## src/rtl/kfsi_pkg.sv

```systemverilog
`timescale 1ns / 1ps
// ----------------------------------------------------------------------------
// Keyframe segment interpolator package
// Shared widths, field codes, the segment record type and the scan control type.
// ----------------------------------------------------------------------------
package kfsi_pkg;

  localparam int unsigned MaxSegmentsDefault = 16;
  localparam int unsigned RateW  = 24;
  localparam int unsigned ValW   = 32;
  localparam int unsigned DiffW  = ValW + 1;
  localparam int unsigned ProdW  = ValW + RateW;
  localparam int unsigned CountW = 5;
  localparam int unsigned IdxW   = 4;
  localparam int unsigned InDataW  = 272;
  localparam int unsigned OutDataW = 96;

  localparam logic FuncLoad  = 1'b0;
  localparam logic FuncQuery = 1'b1;

  typedef struct packed {
    logic [RateW-1:0]  rate_start;
    logic [RateW-1:0]  rate_end;
    logic [ValW-1:0]   start_x;
    logic [ValW-1:0]   start_y;
    logic [ValW-1:0]   start_z;
    logic [ValW-1:0]   end_x;
    logic [ValW-1:0]   end_y;
    logic [ValW-1:0]   end_z;
  } seg_t;

  // Control passed along the cell row while a query travels through it.
  typedef struct packed {
    logic             valid;
    logic             hit;
    logic [RateW-1:0] rate;
  } scan_t;

endpackage

```

## src/rtl/kfsi_lerp.sv

```systemverilog
`timescale 1ns / 1ps
// ----------------------------------------------------------------------------
// Keyframe lerp unit
// One lane at a time: multiply, then restoring division one bit a cycle.
// ----------------------------------------------------------------------------
module kfsi_lerp (
  input  logic                        clk_i,
  input  logic                        rst_ni,
  input  logic                        start_i,
  input  kfsi_pkg::seg_t              seg_i,
  input  logic [kfsi_pkg::RateW-1:0]  rate_i,
  output logic                        done_o,
  output logic [3*kfsi_pkg::ValW-1:0] result_o
);
  import kfsi_pkg::*;

  localparam logic [2:0] StIdle = 3'd0;
  localparam logic [2:0] StPrep = 3'd1;
  localparam logic [2:0] StMul  = 3'd2;
  localparam logic [2:0] StDiv  = 3'd3;
  localparam logic [2:0] StAdd  = 3'd4;

  logic [2:0]       st_q, st_d;
  logic [1:0]       lane_q, lane_d;
  logic [5:0]       bit_q, bit_d;
  seg_t             seg_q;
  logic [RateW-1:0] off_q, span_q;
  logic             neg_q;
  logic [ValW-1:0]  s_q, e_q, base_q;
  logic [ProdW-1:0] num_q;
  logic [RateW:0]   rem_q;
  logic [3*ValW-1:0] res_q;
  logic             done_q;
  logic signed [DiffW-1:0] diff;
  logic [DiffW-1:0] mag;
  logic [RateW+1:0] trial;
  logic [ValW-1:0]  lane_res;

  assign diff  = DiffW'($signed(e_q)) - DiffW'($signed(s_q));
  assign mag   = diff[DiffW-1] ? DiffW'(-diff) : DiffW'(diff);
  assign trial = {rem_q, num_q[ProdW-1]} - {2'b0, span_q};
  assign lane_res = neg_q ? base_q - num_q[ValW-1:0] : base_q + num_q[ValW-1:0];

  always_comb begin
    st_d = st_q;
    lane_d = lane_q;
    bit_d = bit_q;
    case (st_q)
      StIdle: if (start_i) begin
        st_d = StPrep;
        lane_d = '0;
      end
      StPrep: st_d = StMul;
      StMul: begin
        st_d = StDiv;
        bit_d = 6'(ProdW - 1);
      end
      StDiv: if (bit_q == '0) st_d = StAdd;
      else bit_d = bit_q - 6'd1;
      StAdd: begin
        if (lane_q == 2'd2) st_d = StIdle;
        else begin
          st_d = StPrep;
          lane_d = lane_q + 2'd1;
        end
      end
      default: st_d = StIdle;
    endcase
  end

  always_ff @(posedge clk_i or negedge rst_ni) begin
    if (!rst_ni) begin
      st_q <= StIdle;
      lane_q <= '0;
      bit_q <= '0;
      done_q <= 1'b0;
    end else begin
      st_q <= st_d;
      lane_q <= lane_d;
      bit_q <= bit_d;
      done_q <= (st_q == StAdd) && (lane_q == 2'd2);
    end
  end

  always_ff @(posedge clk_i) begin
    case (st_q)
      StIdle: if (start_i) begin
        seg_q  <= seg_i;
        off_q  <= rate_i - seg_i.rate_start;
        span_q <= seg_i.rate_end - seg_i.rate_start;
      end
      StPrep: begin
        case (lane_q)
          2'd0: begin s_q <= seg_q.start_x; e_q <= seg_q.end_x; end
          2'd1: begin s_q <= seg_q.start_y; e_q <= seg_q.end_y; end
          default: begin s_q <= seg_q.start_z; e_q <= seg_q.end_z; end
        endcase
      end
      StMul: begin
        neg_q  <= diff[DiffW-1];
        base_q <= s_q;
        rem_q  <= '0;
        // The product is shifted out MSB first, one quotient bit per cycle.
        num_q  <= ProdW'(mag) * ProdW'(off_q);
      end
      StDiv: begin
        if (!trial[RateW+1]) begin
          rem_q <= trial[RateW:0];
          num_q <= {num_q[ProdW-2:0], 1'b1};
        end else begin
          rem_q <= {rem_q[RateW-1:0], num_q[ProdW-1]};
          num_q <= {num_q[ProdW-2:0], 1'b0};
        end
      end
      StAdd: begin
        res_q[32'(lane_q)*ValW +: ValW] <= lane_res;
      end
      default: ;
    endcase
  end

  assign done_o   = done_q;
  assign result_o = res_q;

endmodule

```

## config.mk

```make
export PLATFORM = sky130hd
export DESIGN_NAME = kfsi_lerp
export DESIGN_NICKNAME = d
export VERILOG_FILES = /design/src/rtl/kfsi_pkg.sv /design/src/rtl/kfsi_lerp.sv
export SDC_FILE = /design/constraint.sdc
export NUM_CORES = 2
export LEC_CHECK = 0
export BUFFER_PORTS_ARGS = -buffer_cell sky130_fd_sc_hd__buf_2
export CORE_ASPECT_RATIO = 1.25
export CORE_MARGIN = 2
export CORE_UTILIZATION = 30
export DETAILED_ROUTE_END_ITERATION = 10
export PLACE_DENSITY = 0.54
export SYNTH_ARGS = -nofsm -noshare
export SYNTH_HDL_FRONTEND = slang
export SYNTH_SLANG_ARGS = --single-unit
```

## constraint.sdc

```tcl
create_clock -name clk_i -period 36.7 [get_ports clk_i]
set_input_delay 3.67 -clock clk_i [delete_from_list [all_inputs] [get_ports clk_i]]
set_output_delay 3.67 -clock clk_i [all_outputs]
set_load 0.005 [all_outputs]
```

==> flow_summary.ini <==
[floorplanning]
die-area_sq_mm = 0.176
initial_core_util = 0.302
design.portCount = 364
die_w_um = 376
core_area_sq_mm = 0.172
die_height_um = 469
std_cell_rows = 170

[detailed_routing]
initialDrtViolationCount = 1997
drc = 0
route.detailed.wl_per_inst_um = 18.9
avgViaCountPerCell = 4.80
drtAntennaViolNets = 0
dr_total_vias = 37100
drt_first_pass_iters = 7
wirelength_um = 146000

[global_routing]
globalRoute.busiestLayer = met2
grt_first_pass_wirelength_um = 230000
gr-usage-met2 = 0.300
first_global_vias = 39100
largest_net_degree_at_the_start_of_global_routing = 79
globalRouteOverflowTotal = 0
gr-usage-met1 = 0.214
globalRouteMet3Util = 0.0182
global_route.usage.total = 0.167
number_of_antenna_violations_at_the_first_check_in_global_routing = 11

[synth]
async_reset_ff_frac = 0.0228
synth_seq_area_share = 0.304
synth.top_cell.area_share = 0.298
syn-mean-instance-area_sq_um = 10.0
syn-cell-area_sq_mm = 0.0518
mappedNetlistNets = 6443
ys_warn_count = 0
synth_top_cells_by_area = edfxtp_1, fa_1, ha_1, inv_1, and2_1
synthFlopType = edfxtp_1
synth_top_area_cell = edfxtp_1
synth_cells = 5171
number_of_distinct_standard_cells_referenced_by_the_synthesized_netlist = 77
synth-seq-cells = 526
synth_enable_flop_cells = 514

[place]
dpl_worst_slack_ns = 24.71
numPortBuffers = 363
hpwlAfterDp_um = 108000
placed_area_sq_mm = 0.0566
place_congestion = 0.871

[timing]
relSlewSlack = 0.265
finalWorstPathRequiredPeriod_ns = 12.01
finalSetupViolCount = 0
final.setup.tns_ns = 0
rsz0062_at_grt = no
clock.fmax_ghz = 0.0832
final_hold_vio_count = 0
postLayoutSetupSlackWorst_ns = 24.69
final.period_utilization = 0.327
tightestPinTransition_ns = 1.10
finalClockSkew_ns = 0.0427
final_max_slew_viol_count = 0

[cts]
clock_sink_count = 526
holdBufCountCts = 0
clkTransAtPathRegs_ns = 0.07
cts_tree = done
postCtsResizedCells = 0
htree_num_levels = 2
numCtsBuffers = 51
insertion_delay_ns = 0.65
clockRootBuffer = clkbuf_16
cts_buffer_depth = 3
cts.repair_timing.setup_buffer_count = 0

[worst_setup_path]
critPathRequiredTime_ns = 37.07
crit_path_start_kind = flip-flop
critical_path.slowest_cell = xnor2_4
critPathMaxStageDelay_ns = 0.85
worst_setup_path_end_kind = flip-flop
worstPathMaxFanout = 24
worstSetupPathType = reg2reg
crit_arrival_ns = 12.38
crit_path_frequent_cell = fa_1

[run_status]
outcome = completed

[layout]
core_utilization_of_the_finished_layout = 0.340
finalInstanceArea_sq_mm = 0.0583
syn_to_final_growth_pct = 12.6
post_route_cells_drive_above_1_share = 0.105
layout.nets = 6719

[hold_path]
worst_min_delay_path_class = reg2reg

[run]
drv_cap = 0
## metal layers
layer  routed length, um  up-vias
li1                    -    17100
met5                  49        -
met3                7060      203
met1               60800    18700
met2               74600     1061
met4                3790        8
## cell usage after synthesis, drive strengths merged, types with 54 or more instances
cell,number
fa,684
xnor2,152
a22oi,64
o21ai,128
clkbuf,198
edfxtp,514
nor3,58
ha,321
inv,918
a21o,54
nand2,643
a21oi,195
and2,402
xor2,61
nor2,282
## path summary, 6_finish.rpt
| kind | startpoint | cells after the start | to | slack (ns) |
|---|---|---|---|---|
| worst max-delay path | s_q[0] | 37 | num_q[53] | 24.69 |
| worst min-delay path | s_q[4] | 0 | base_q[4] | 0.45 |
| worst max register to register | s_q[0] | 37 | num_q[53] | 24.69 |
| worst min register to register | s_q[4] | 0 | base_q[4] | 0.45 |
| max in group asynchronous | rst_ni | 1 | bit_q[0] | 33.54 |
| min in group asynchronous | rst_ni | 1 | lane_q[1] | 2.91 |
## registers in the layout, indices dropped and copies added (netlist names)
signal    count
seg_q       192
result_o     96
num_q        56
base_q       32
e_q          32
s_q          32
rem_q        25
off_q        24
span_q       24
bit_q         6
st_q          3
lane_q        2
done_o        1
neg_q         1
## logic make-up (layout without fill, tap and decap cells)
| group | count (synthesis) | count (layout) | synth area share |
|---|---|---|---|
| multiplexers | 23 | 23 | 0.00449 |
| XOR/XNOR | 213 | 213 | 0.0360 |
| AND/OR/NAND/NOR | 1619 | 1619 | 0.150 |
| buffers and inverters | 1127 | 1443 | 0.0817 |
| AO/OA/AOI/OAI | 658 | 658 | 0.0819 |
| adder cells (fa/ha/maj) | 1005 | 1005 | 0.342 |
| other | 0 | 4 | 0 |
| flip-flops | 526 | 526 | 0.304 |
## metrics by stage
stage / std cells / hold WS (ns)
2_1_floorplan: 5171 / 0.426
4_1_cts: 7723 / 0.443
3_5_place_dp: 7630 / 0.436
5_1_grt: 7725 / 0.460
6_report: 7727 / 0.447
3_3_place_gp: 7630 / 0.434
## cell type report
class | count | area (sq um)
Inverter | 918 | 3450
Timing Repair Buffer | 432 | 2330
Clock buffer | 61 | 1340
Antenna cell | 4 | 10.0
Sequential cell | 526 | 15700
Clock inverter | 32 | 360
Tap cell | 2236 | 2800
Fill cell | 17300 | 113000
Multi-Input combinational cell | 3518 | 32300
## cell usage in the layout (no fill, tap or decap), types with 9 or more instances in the layout
cell type	count
nor4_1	18
a21oi_1	195
xnor2_1	130
a21boi_0	12
nor2b_1	51
clkbuf_16	52
buf_4	69
or3_1	20
inv_1	918
xor2_1	58
nand2_1	642
fa_1	684
nand4_1	16
o21bai_1	21
xnor2_4	19
buf_2	363
nor2_1	281
nand2b_1	29
clkbuf_1	9
o21a_1	30
nor3_1	55
o211ai_1	10
nand3_1	33
edfxtp_1	514
nor3b_1	12
a21o_1	54
o221ai_1	9
and2_1	401
o31ai_1	13
mux2i_1	21
a211oi_1	19
o21ai_0	125
a31oi_1	26
dfrtp_1	12
ha_1	319
a22oi_1	64
and3_1	23
## worst max-delay path, delay by kind of cell (launching register included)
kind                     cells  cell delay, ns
AO/OA/AOI/OAI               14            3.54
XOR/XNOR                     1            0.85
adder cells (fa/ha/maj)     10            4.43
buffers and inverters        4            0.27
flip-flops                   1            0.42
multiplexers                 1            0.20
AND/OR/NAND/NOR              7            1.99
Power is left out: the tool's default activity adds up to more than one toggle a clock period on the data nets, which glitch-free logic cannot reach.
