<file path="src/rtl/kfsi_pkg.sv">
`timescale 1ns / 1ps
// ----------------------------------------------------------------------------
// Keyframe segment interpolator package
// Shared widths, field codes, the segment record type and the scan control type.
// ----------------------------------------------------------------------------
package kfsi_pkg;

  localparam int unsigned MaxSegmentsDefault = 16;
  localparam int unsigned RateW  = 24;
  localparam int unsigned ValW   = 32;
  localparam int unsigned DiffW  = ValW + 1;
  localparam int unsigned ProdW  = ValW + RateW;
  localparam int unsigned CountW = 5;
  localparam int unsigned IdxW   = 4;
  localparam int unsigned InDataW  = 272;
  localparam int unsigned OutDataW = 96;

  localparam logic FuncLoad  = 1'b0;
  localparam logic FuncQuery = 1'b1;

  typedef struct packed {
    logic [RateW-1:0]  rate_start;
    logic [RateW-1:0]  rate_end;
    logic [ValW-1:0]   start_x;
    logic [ValW-1:0]   start_y;
    logic [ValW-1:0]   start_z;
    logic [ValW-1:0]   end_x;
    logic [ValW-1:0]   end_y;
    logic [ValW-1:0]   end_z;
  } seg_t;

  // Control passed along the cell row while a query travels through it.
  typedef struct packed {
    logic             valid;
    logic             hit;
    logic [RateW-1:0] rate;
  } scan_t;

endpackage

</file>
<file path="src/rtl/kfsi_cell.sv">
`timescale 1ns / 1ps
// ----------------------------------------------------------------------------
// Keyframe segment cell
// Holds one segment; passes the query token and the first hit down the row.
// ----------------------------------------------------------------------------
module kfsi_cell #(
  parameter int unsigned Index = 0,
  parameter int unsigned CntW  = 5
) (
  input  logic                  clk_i,
  input  logic                  rst_ni,
  input  logic                  load_i,
  input  logic [7:0]            load_idx_i,
  input  kfsi_pkg::seg_t        load_seg_i,
  input  logic [CntW-1:0]       in_use_i,
  input  kfsi_pkg::scan_t       scan_i,
  input  kfsi_pkg::seg_t        hit_seg_i,
  output kfsi_pkg::scan_t       scan_o,
  output kfsi_pkg::seg_t        hit_seg_o
);
  import kfsi_pkg::*;

  seg_t  seg_q;
  scan_t scan_q, scan_d;
  seg_t  hit_q, hit_d;
  logic  match;

  always_ff @(posedge clk_i) begin
    if (load_i && load_idx_i == 8'(Index)) begin
      seg_q <= load_seg_i;
    end
  end

  // A cell matches only inside the in-use count; it takes the hit only if no earlier hit.
  assign match = (32'(Index) < 32'(in_use_i)) && (seg_q.rate_start <= scan_i.rate)
                 && (scan_i.rate < seg_q.rate_end);

  always_comb begin
    scan_d = scan_i;
    hit_d  = hit_seg_i;
    if (scan_i.valid && !scan_i.hit && match) begin
      scan_d.hit = 1'b1;
      hit_d      = seg_q;
    end
  end

  always_ff @(posedge clk_i or negedge rst_ni) begin
    if (!rst_ni) begin
      scan_q <= '0;
    end else begin
      scan_q <= scan_d;
    end
  end

  always_ff @(posedge clk_i) begin
    hit_q <= hit_d;
  end

  assign scan_o    = scan_q;
  assign hit_seg_o = hit_q;

endmodule

</file>
<file path="config.mk">
export PLATFORM = sky130hd
export DESIGN_NAME = kfsi_cell
export DESIGN_NICKNAME = d
export VERILOG_FILES = /design/src/rtl/kfsi_pkg.sv /design/src/rtl/kfsi_cell.sv
export SDC_FILE = /design/constraint.sdc
export NUM_CORES = 1
export LEC_CHECK = 0
export BUFFER_PORTS_ARGS = -buffer_cell sky130_fd_sc_hd__buf_2
export CAP_MARGIN = 20
export CORE_AREA = 2 2 305 307
export DETAILED_ROUTE_END_ITERATION = 16
export DIE_AREA = 0 0 307 309
export SETUP_SLACK_MARGIN = 0.4
export SYNTH_ARGS = -nofsm -noshare
export SYNTH_HDL_FRONTEND = slang
export SYNTH_SLANG_ARGS = --single-unit
</file>
<file path="constraint.sdc">
create_clock -name clk_i -period 4.15 [get_ports clk_i]
set_clock_uncertainty 0.1 [all_clocks]
set_input_delay 0.6225 -clock clk_i [delete_from_list [all_inputs] [get_ports clk_i]]
set_output_delay 0.6225 -clock clk_i [all_outputs]
set_load 0.005 [all_outputs]
</file>
==> results of run 1 <==
-- routing by layer --
layer	vias up	global-route usage [%]	share of wire, %
li1	5140	-	-
met1	5197	12.0	38
met2	496	19.4	51
met3	81	3.93	8.6
met4	12	3.28	2.3
met5	-	0	0.14
-- path summary, 6_finish.rpt --
kind	depth (start not counted)	to	slack (ps)	start
max	9	hit_seg_o[6]$_DFF_P_	850	seg_q[233]$_DFFE_PP_
min	1	scan_o[9]$_DFF_PN0_	70	scan_i[9]
max reg2reg	9	hit_seg_o[6]$_DFF_P_	850	seg_q[233]$_DFFE_PP_
min reg2reg	1	hit_seg_o[115]$_DFF_P_	340	seg_q[115]$_DFFE_PP_
max in group asynchronous	2	scan_o[25]$_DFF_PN0_	3050	rst_ni
min in group asynchronous	2	scan_o[19]$_DFF_PN0_	480	rst_ni
-- critical path: stages (launching register included) --
cell	delay [ps]
edfxtp_1	580
ha_1	390
nand4_1	150
nor4_2	300
nand3_1	140
o211a_1	250
o211ai_4	250
buf_12	240
buf_12	280
mux2_2	370
-- report_power, final --
part | switching, mW | total, mW | internal (mW)
combinational | 0.325 | 0.748 | 0.423
sequential | 0.0526 | 5.45 | 5.40
clock | 2.07 | 5.06 | 2.99
-- state kept, by name, indices dropped and copies added, names as in the netlist --
register / count
seg_q: 240
hit_seg_o: 240
scan_o: 26
-- per-stage QoR --
stage / setup slack, ps / std cells / TNS (ps) / utilization (%) / instance area (um^2)
6_report: 846 / 3024 / 0 / 26.5 / 24300
3_5_place_dp: 603 / 2908 / 0 / 24.4 / 22300
2_1_floorplan: -4970 / 942 / -1193930 / - / 16900
4_1_cts: 782 / 3022 / 0 / 26.5 / 24200
5_1_grt: 644 / 3022 / 0 / 26.5 / 24200
3_3_place_gp: 642 / 2908 / 0 / 24.4 / 22300
-- synthesized netlist by cell type (all sizes together) --
cell type / instances / area [um^2]
a211o: 2 / 17.5
a211oi: 4 / 30.0
a21o: 2 / 15.0
a21oi: 17 / 85.1
a221o: 1 / 10.0
a221oi: 1 / 8.76
and3: 2 / 12.5
buf: 26 / 262
dfrtp: 26 / 651
dfxtp: 240 / 4800
edfxtp: 240 / 7210
ha: 47 / 588
inv: 48 / 180
mux2: 240 / 2700
nand2: 8 / 30.0
nand2b: 1 / 6.26
nand3: 3 / 15.0
nand3b: 1 / 7.51
nand4: 8 / 50.1
nor2: 6 / 22.5
nor2b: 2 / 12.5
nor3: 2 / 10.0
nor4: 3 / 25.0
nor4b: 1 / 8.76
o2111ai: 1 / 8.76
o211a: 1 / 10.0
o211ai: 3 / 27.5
o21ai: 5 / 25.0
or4: 1 / 7.51
-- area by class of cell --
type | instances | area (um^2) | share of cell area (%)
Clock buffer | 79 | 1630 | 6.73
Sequential cell | 506 | 12700 | 52.2
Tap cell | 1186 | 1480 | 6.12
Multi-Input combinational cell | 362 | 3770 | 15.6
Timing Repair Buffer | 814 | 4260 | 17.6
Clock inverter | 27 | 251 | 1.04
Antenna cell | 2 | 5.00 | 0.0206
Inverter | 48 | 180 | 0.743
-- logic make-up (layout without fill, tap and decap cells) --
family	after synthesis	count (layout)	synth area share, %
mux	240	240	16.0
compound gates	37	37	1.41
simple gates	38	38	1.23
flops	506	506	75.2
buf+inv	74	968	2.62
fa+ha+maj	47	47	3.49
other cells	0	2	0
-- what timing repair did --
item | 4_1_cts | 5_1_grt
hold buffers | 8 | 0
endpoints found under the hold margin | 33 | 0
setup buffers | 0 | 0
==> impl_metrics.yaml, run 1 <==
sta:
  min_period_ps: 3300
  fin_crit_sh_pct: 79.6
  drv_slew: 0
  worst_pin_slew_ps: 639
  rsz0062_at_grt: "no"
  whs_ps: 73.1
  finalSetupViolCount: 0
  hold_violations: 0
  fmax_mhz: 303
  slew_headroom_pct: 57.4
clocking:
  ctsResizeCount: 0
  cts_tree: "yes"
  cts.sink_count: 506
  cts_max_level: 2
  cts-root-buf: "clkbuf_16"
  cts_max_path_buffers: 3
  clk_pin_slew_ps: 60
  insertion_delay_ps: 620
  cts_inserted_buffers: 56
power:
  p_per_area_mw_per_mm2: 464
  p_leak_nw: 10.4
  power_mw: 11.3
  vdd_drop_max_uv: 332
routing:
  routed_wl_mm: 54.8
  ant_nets: 0
  vias: 10900
  drt_iter0_markers: 484
  wl_per_cell_um: 18.1
  via_per_inst: 3.61
  drc_errors: 0
  firstDrtPassIters: 4
yosys:
  synth_nets: 1511
  synth_cell_types: 33
  yosysSeqAreaShare_pct: 75.2
  syn_inst: 942
  syn_avg_cell_area_um2: 17.9
  ys_ff_latch: 506
  ys_warn_count: 0
  syn_area_mm2: 0.0168
outcome:
  status: "finished, final reports clean"
worst_setup_path:
  path_class: "flip-flop to flip-flop"
  setup.worst_path.start_class: "flip-flop"
  cp.arrival_ps: 3700
  worstPathMaxFanout: 49
  cp.required_ps: 4550
  cp-end-kind: "flip-flop"
flow_run:
  drv_cap: 0
global_route:
  antenna_found_initial: 14
  grt_pass1_wl_mm: 75.1
  grt_pass1_vias: 11300
  grt_max_degree: 91
  gr-usage-all-layers_pct: 10.8
  grt-ovfl-total: 0
floorplanning:
  rows: 111
  core-area_mm2: 0.0914
  die_height_um: 309
  io_pins: 788
  die_x_um: 307
  start_util_pct: 18.4
  dieArea_mm2: 0.0949
hold_path:
  min_path_type: "input port to flip-flop"
final_layout:
  final_nets: 2357
  n_fill_cell: 9488
  final_common_cell: "buf_2"
  drive_gt1_share_pct: 51.7
  area_growth_pct: 44.0
  layout_common_cells: "787 x buf_2, 240 x dfxtp_1, 240 x edfxtp_1"
placed_design:
  port_buffers: 787
  gp_congestion: 0.800
  hpwlAfterDp_mm: 43.1
Power figures use the tool's default switching activity.
==> inputs of run 2 (changes only) <==
clock period = 2.9 ns   (was 4.15 ns; I/O delays follow)
==> impl_metrics.yaml, run 2 (same netlist as run 1, synthesis figures left out) <==
final_layout:
  regArea_mm2: 0.0127
  layout_common_cells: "787 x buf_2, 507 x dlygate4sd3_1, 240 x dfxtp_1, 240 x edfxtp_1, 220 x mux2_4"
  multiInputGateArea_mm2: 0.00465
  drive_gt1_share_pct: 51.0
  area_growth_pct: 83.2
  final_nets: 2935
  n_fill_cell: 8680
  final_common_cell: "buf_2"
worst_setup_path:
  endpoint: "hit_seg_o[134]$_DFF_P_"
  rrSetupSlack_ps: -50
  path_class: "flip-flop to flip-flop"
  worstPathMaxFanout: 26
  setup.worst_path.start_class: "flip-flop"
  startpoint: "seg_q[233]$_DFFE_PP_"
  cp.arrival_ps: 3350
  cp-end-kind: "flip-flop"
  worstReg2RegStart: "seg_q[233]$_DFFE_PP_"
  cp.required_ps: 3310
  r2r-end: "hit_seg_o[134]$_DFF_P_"
  worst_r2r_path_depth: 9
global_route:
  grt_pass1_wl_mm: 88.8
  gr-usage-all-layers_pct: 12.7
  antenna_found_initial: 16
  grt_max_degree: 54
  grt_pass1_vias: 14600
  grt-ovfl-total: 0
sta:
  setup_ws_ps: -45.5
  min_period_ps: 2950
  fmax_mhz: 340
  fin_crit_sh_pct: 102
  drv_slew: 0
  hold_violations: 0
  rsz0062_at_grt: "yes"
  finalSetupViolCount: 118
  whs_ps: 230
  worst_pin_slew_ps: 768
  slew_headroom_pct: 48.8
floorplanning:
  core-area_mm2: 0.0914
  die_x_um: 307
  rows: 111
  io_pins: 788
  die_height_um: 309
  start_util_pct: 18.4
  dieArea_mm2: 0.0949
power:
  power_mw: 17.0
  vdd_drop_max_uv: 418
  p_leak_nw: 14.1
  p_per_area_mw_per_mm2: 550
placed_design:
  dpl_worst_slack_ps: -205
  port_buffers: 787
  hpwlAfterDp_mm: 45.4
  gp_congestion: 0.835
clocking:
  cts-root-buf: "clkbuf_16"
  clk_pin_slew_ps: 60
  cts.sink_count: 506
  cts_tree: "yes"
  cts_max_path_buffers: 3
  cts_inserted_buffers: 56
  insertion_delay_ps: 620
  cts_max_level: 2
routing:
  drc_errors: 0
  vias: 13300
  wl_per_cell_um: 17.7
  ant_nets: 0
  firstDrtPassIters: 4
  via_per_inst: 3.68
  routed_wl_mm: 63.8
  drt_iter0_markers: 749
hold_path:
  min_path_type: "input port to flip-flop"
flow_run:
  drv_cap: 0
outcome:
  status: "complete, but fails checks"
  violations: "setup timing"
==> run 2: cell count changes in the layout (fill, tap and decap cells not counted), moves of 5 or more <==
cell / change
buf_4: +68
buf_12: +7
mux2_2: -31
mux2_4: +220
mux2_1: -189
dlygate4sd3_1: +499
inv_1: -5
==> run 2: cell type report <==
type	count	area share [%]
timing repair buffer	1392	32.3
tap	1186	4.81
antenna	4	0.0324
clock inverter	21	0.535
inverter	48	0.633
clock buffer	85	5.63
sequential	506	41.0
multi-input combinational	362	15.1
==> run 2: repair_timing <==
| action | 4_1_cts | 5_1_grt |
|---|---|---|
| setup endpoints to repair | 241 | 241 |
| endpoints found under the hold margin | 532 | 0 |
| pin swaps | 1 | 0 |
| setup buffers | 2 | 1 |
| gates resized for setup | 4 | 4 |
| hold buffers | 507 | 0 |
==> run 2: worst min-delay path by stage <==
stage | depth (start not counted) | end | slack (ps) | startpoint
6_report | 3 | seg_q[78]$_DFFE_PP_ | 230 | load_idx_i[1]
4_1_cts | 3 | seg_q[78]$_DFFE_PP_ | 170 | load_idx_i[3]
2_1_floorplan | 0 | scan_o[0]$_DFF_PN0_ | 40 | rst_ni
3_5_place_dp | 1 | hit_seg_o[125]$_DFF_P_ | 360 | seg_q[125]$_DFFE_PP_
3_3_place_gp | 1 | hit_seg_o[173]$_DFF_P_ | 350 | seg_q[173]$_DFFE_PP_
5_1_grt | 3 | seg_q[111]$_DFFE_PP_ | 200 | load_idx_i[1]
==> run 2: where the power goes <==
group / switching (mW) / leakage, nW / internal [mW]
Clock: 2.99 / 0.939 / 4.24
Combinational: 0.663 / 8.67 / 1.26
Sequential: 0.0895 / 4.48 / 7.73
==> run 2: critical path, stage by stage (launching register included) <==
cell	delay, ps
edfxtp_1	450
ha_4	300
nand4_1	150
nor4_2	310
nand3_1	140
o211a_1	280
o211ai_4	260
buf_12	240
buf_4	210
mux2_4	300
==> run 2: routing by layer <==
metal  vias to the layer above  wire, um  part of all wire [%]  global-route usage, %
li1                       6288         -                     -                      -
met1                      6258     24900                    39                   14.1
met2                       558     31900                    50                   22.1
met3                       153      4650                   7.3                   4.01
met4                        16      2280                   3.6                   5.71
met5                         -        94                  0.15                      0
==> run 2: through the flow <==
step	instances	setup TNS, ps	cell area (um^2)	util (%)
2_1_floorplan	942	-1448930	17900	-
3_3_place_gp	2984	-39160	23800	26.1
3_5_place_dp	2984	-42090	23800	26.1
4_1_cts	3599	-3360	30800	33.7
5_1_grt	3604	-31130	30900	33.8
6_report	3604	-2000	30900	33.8
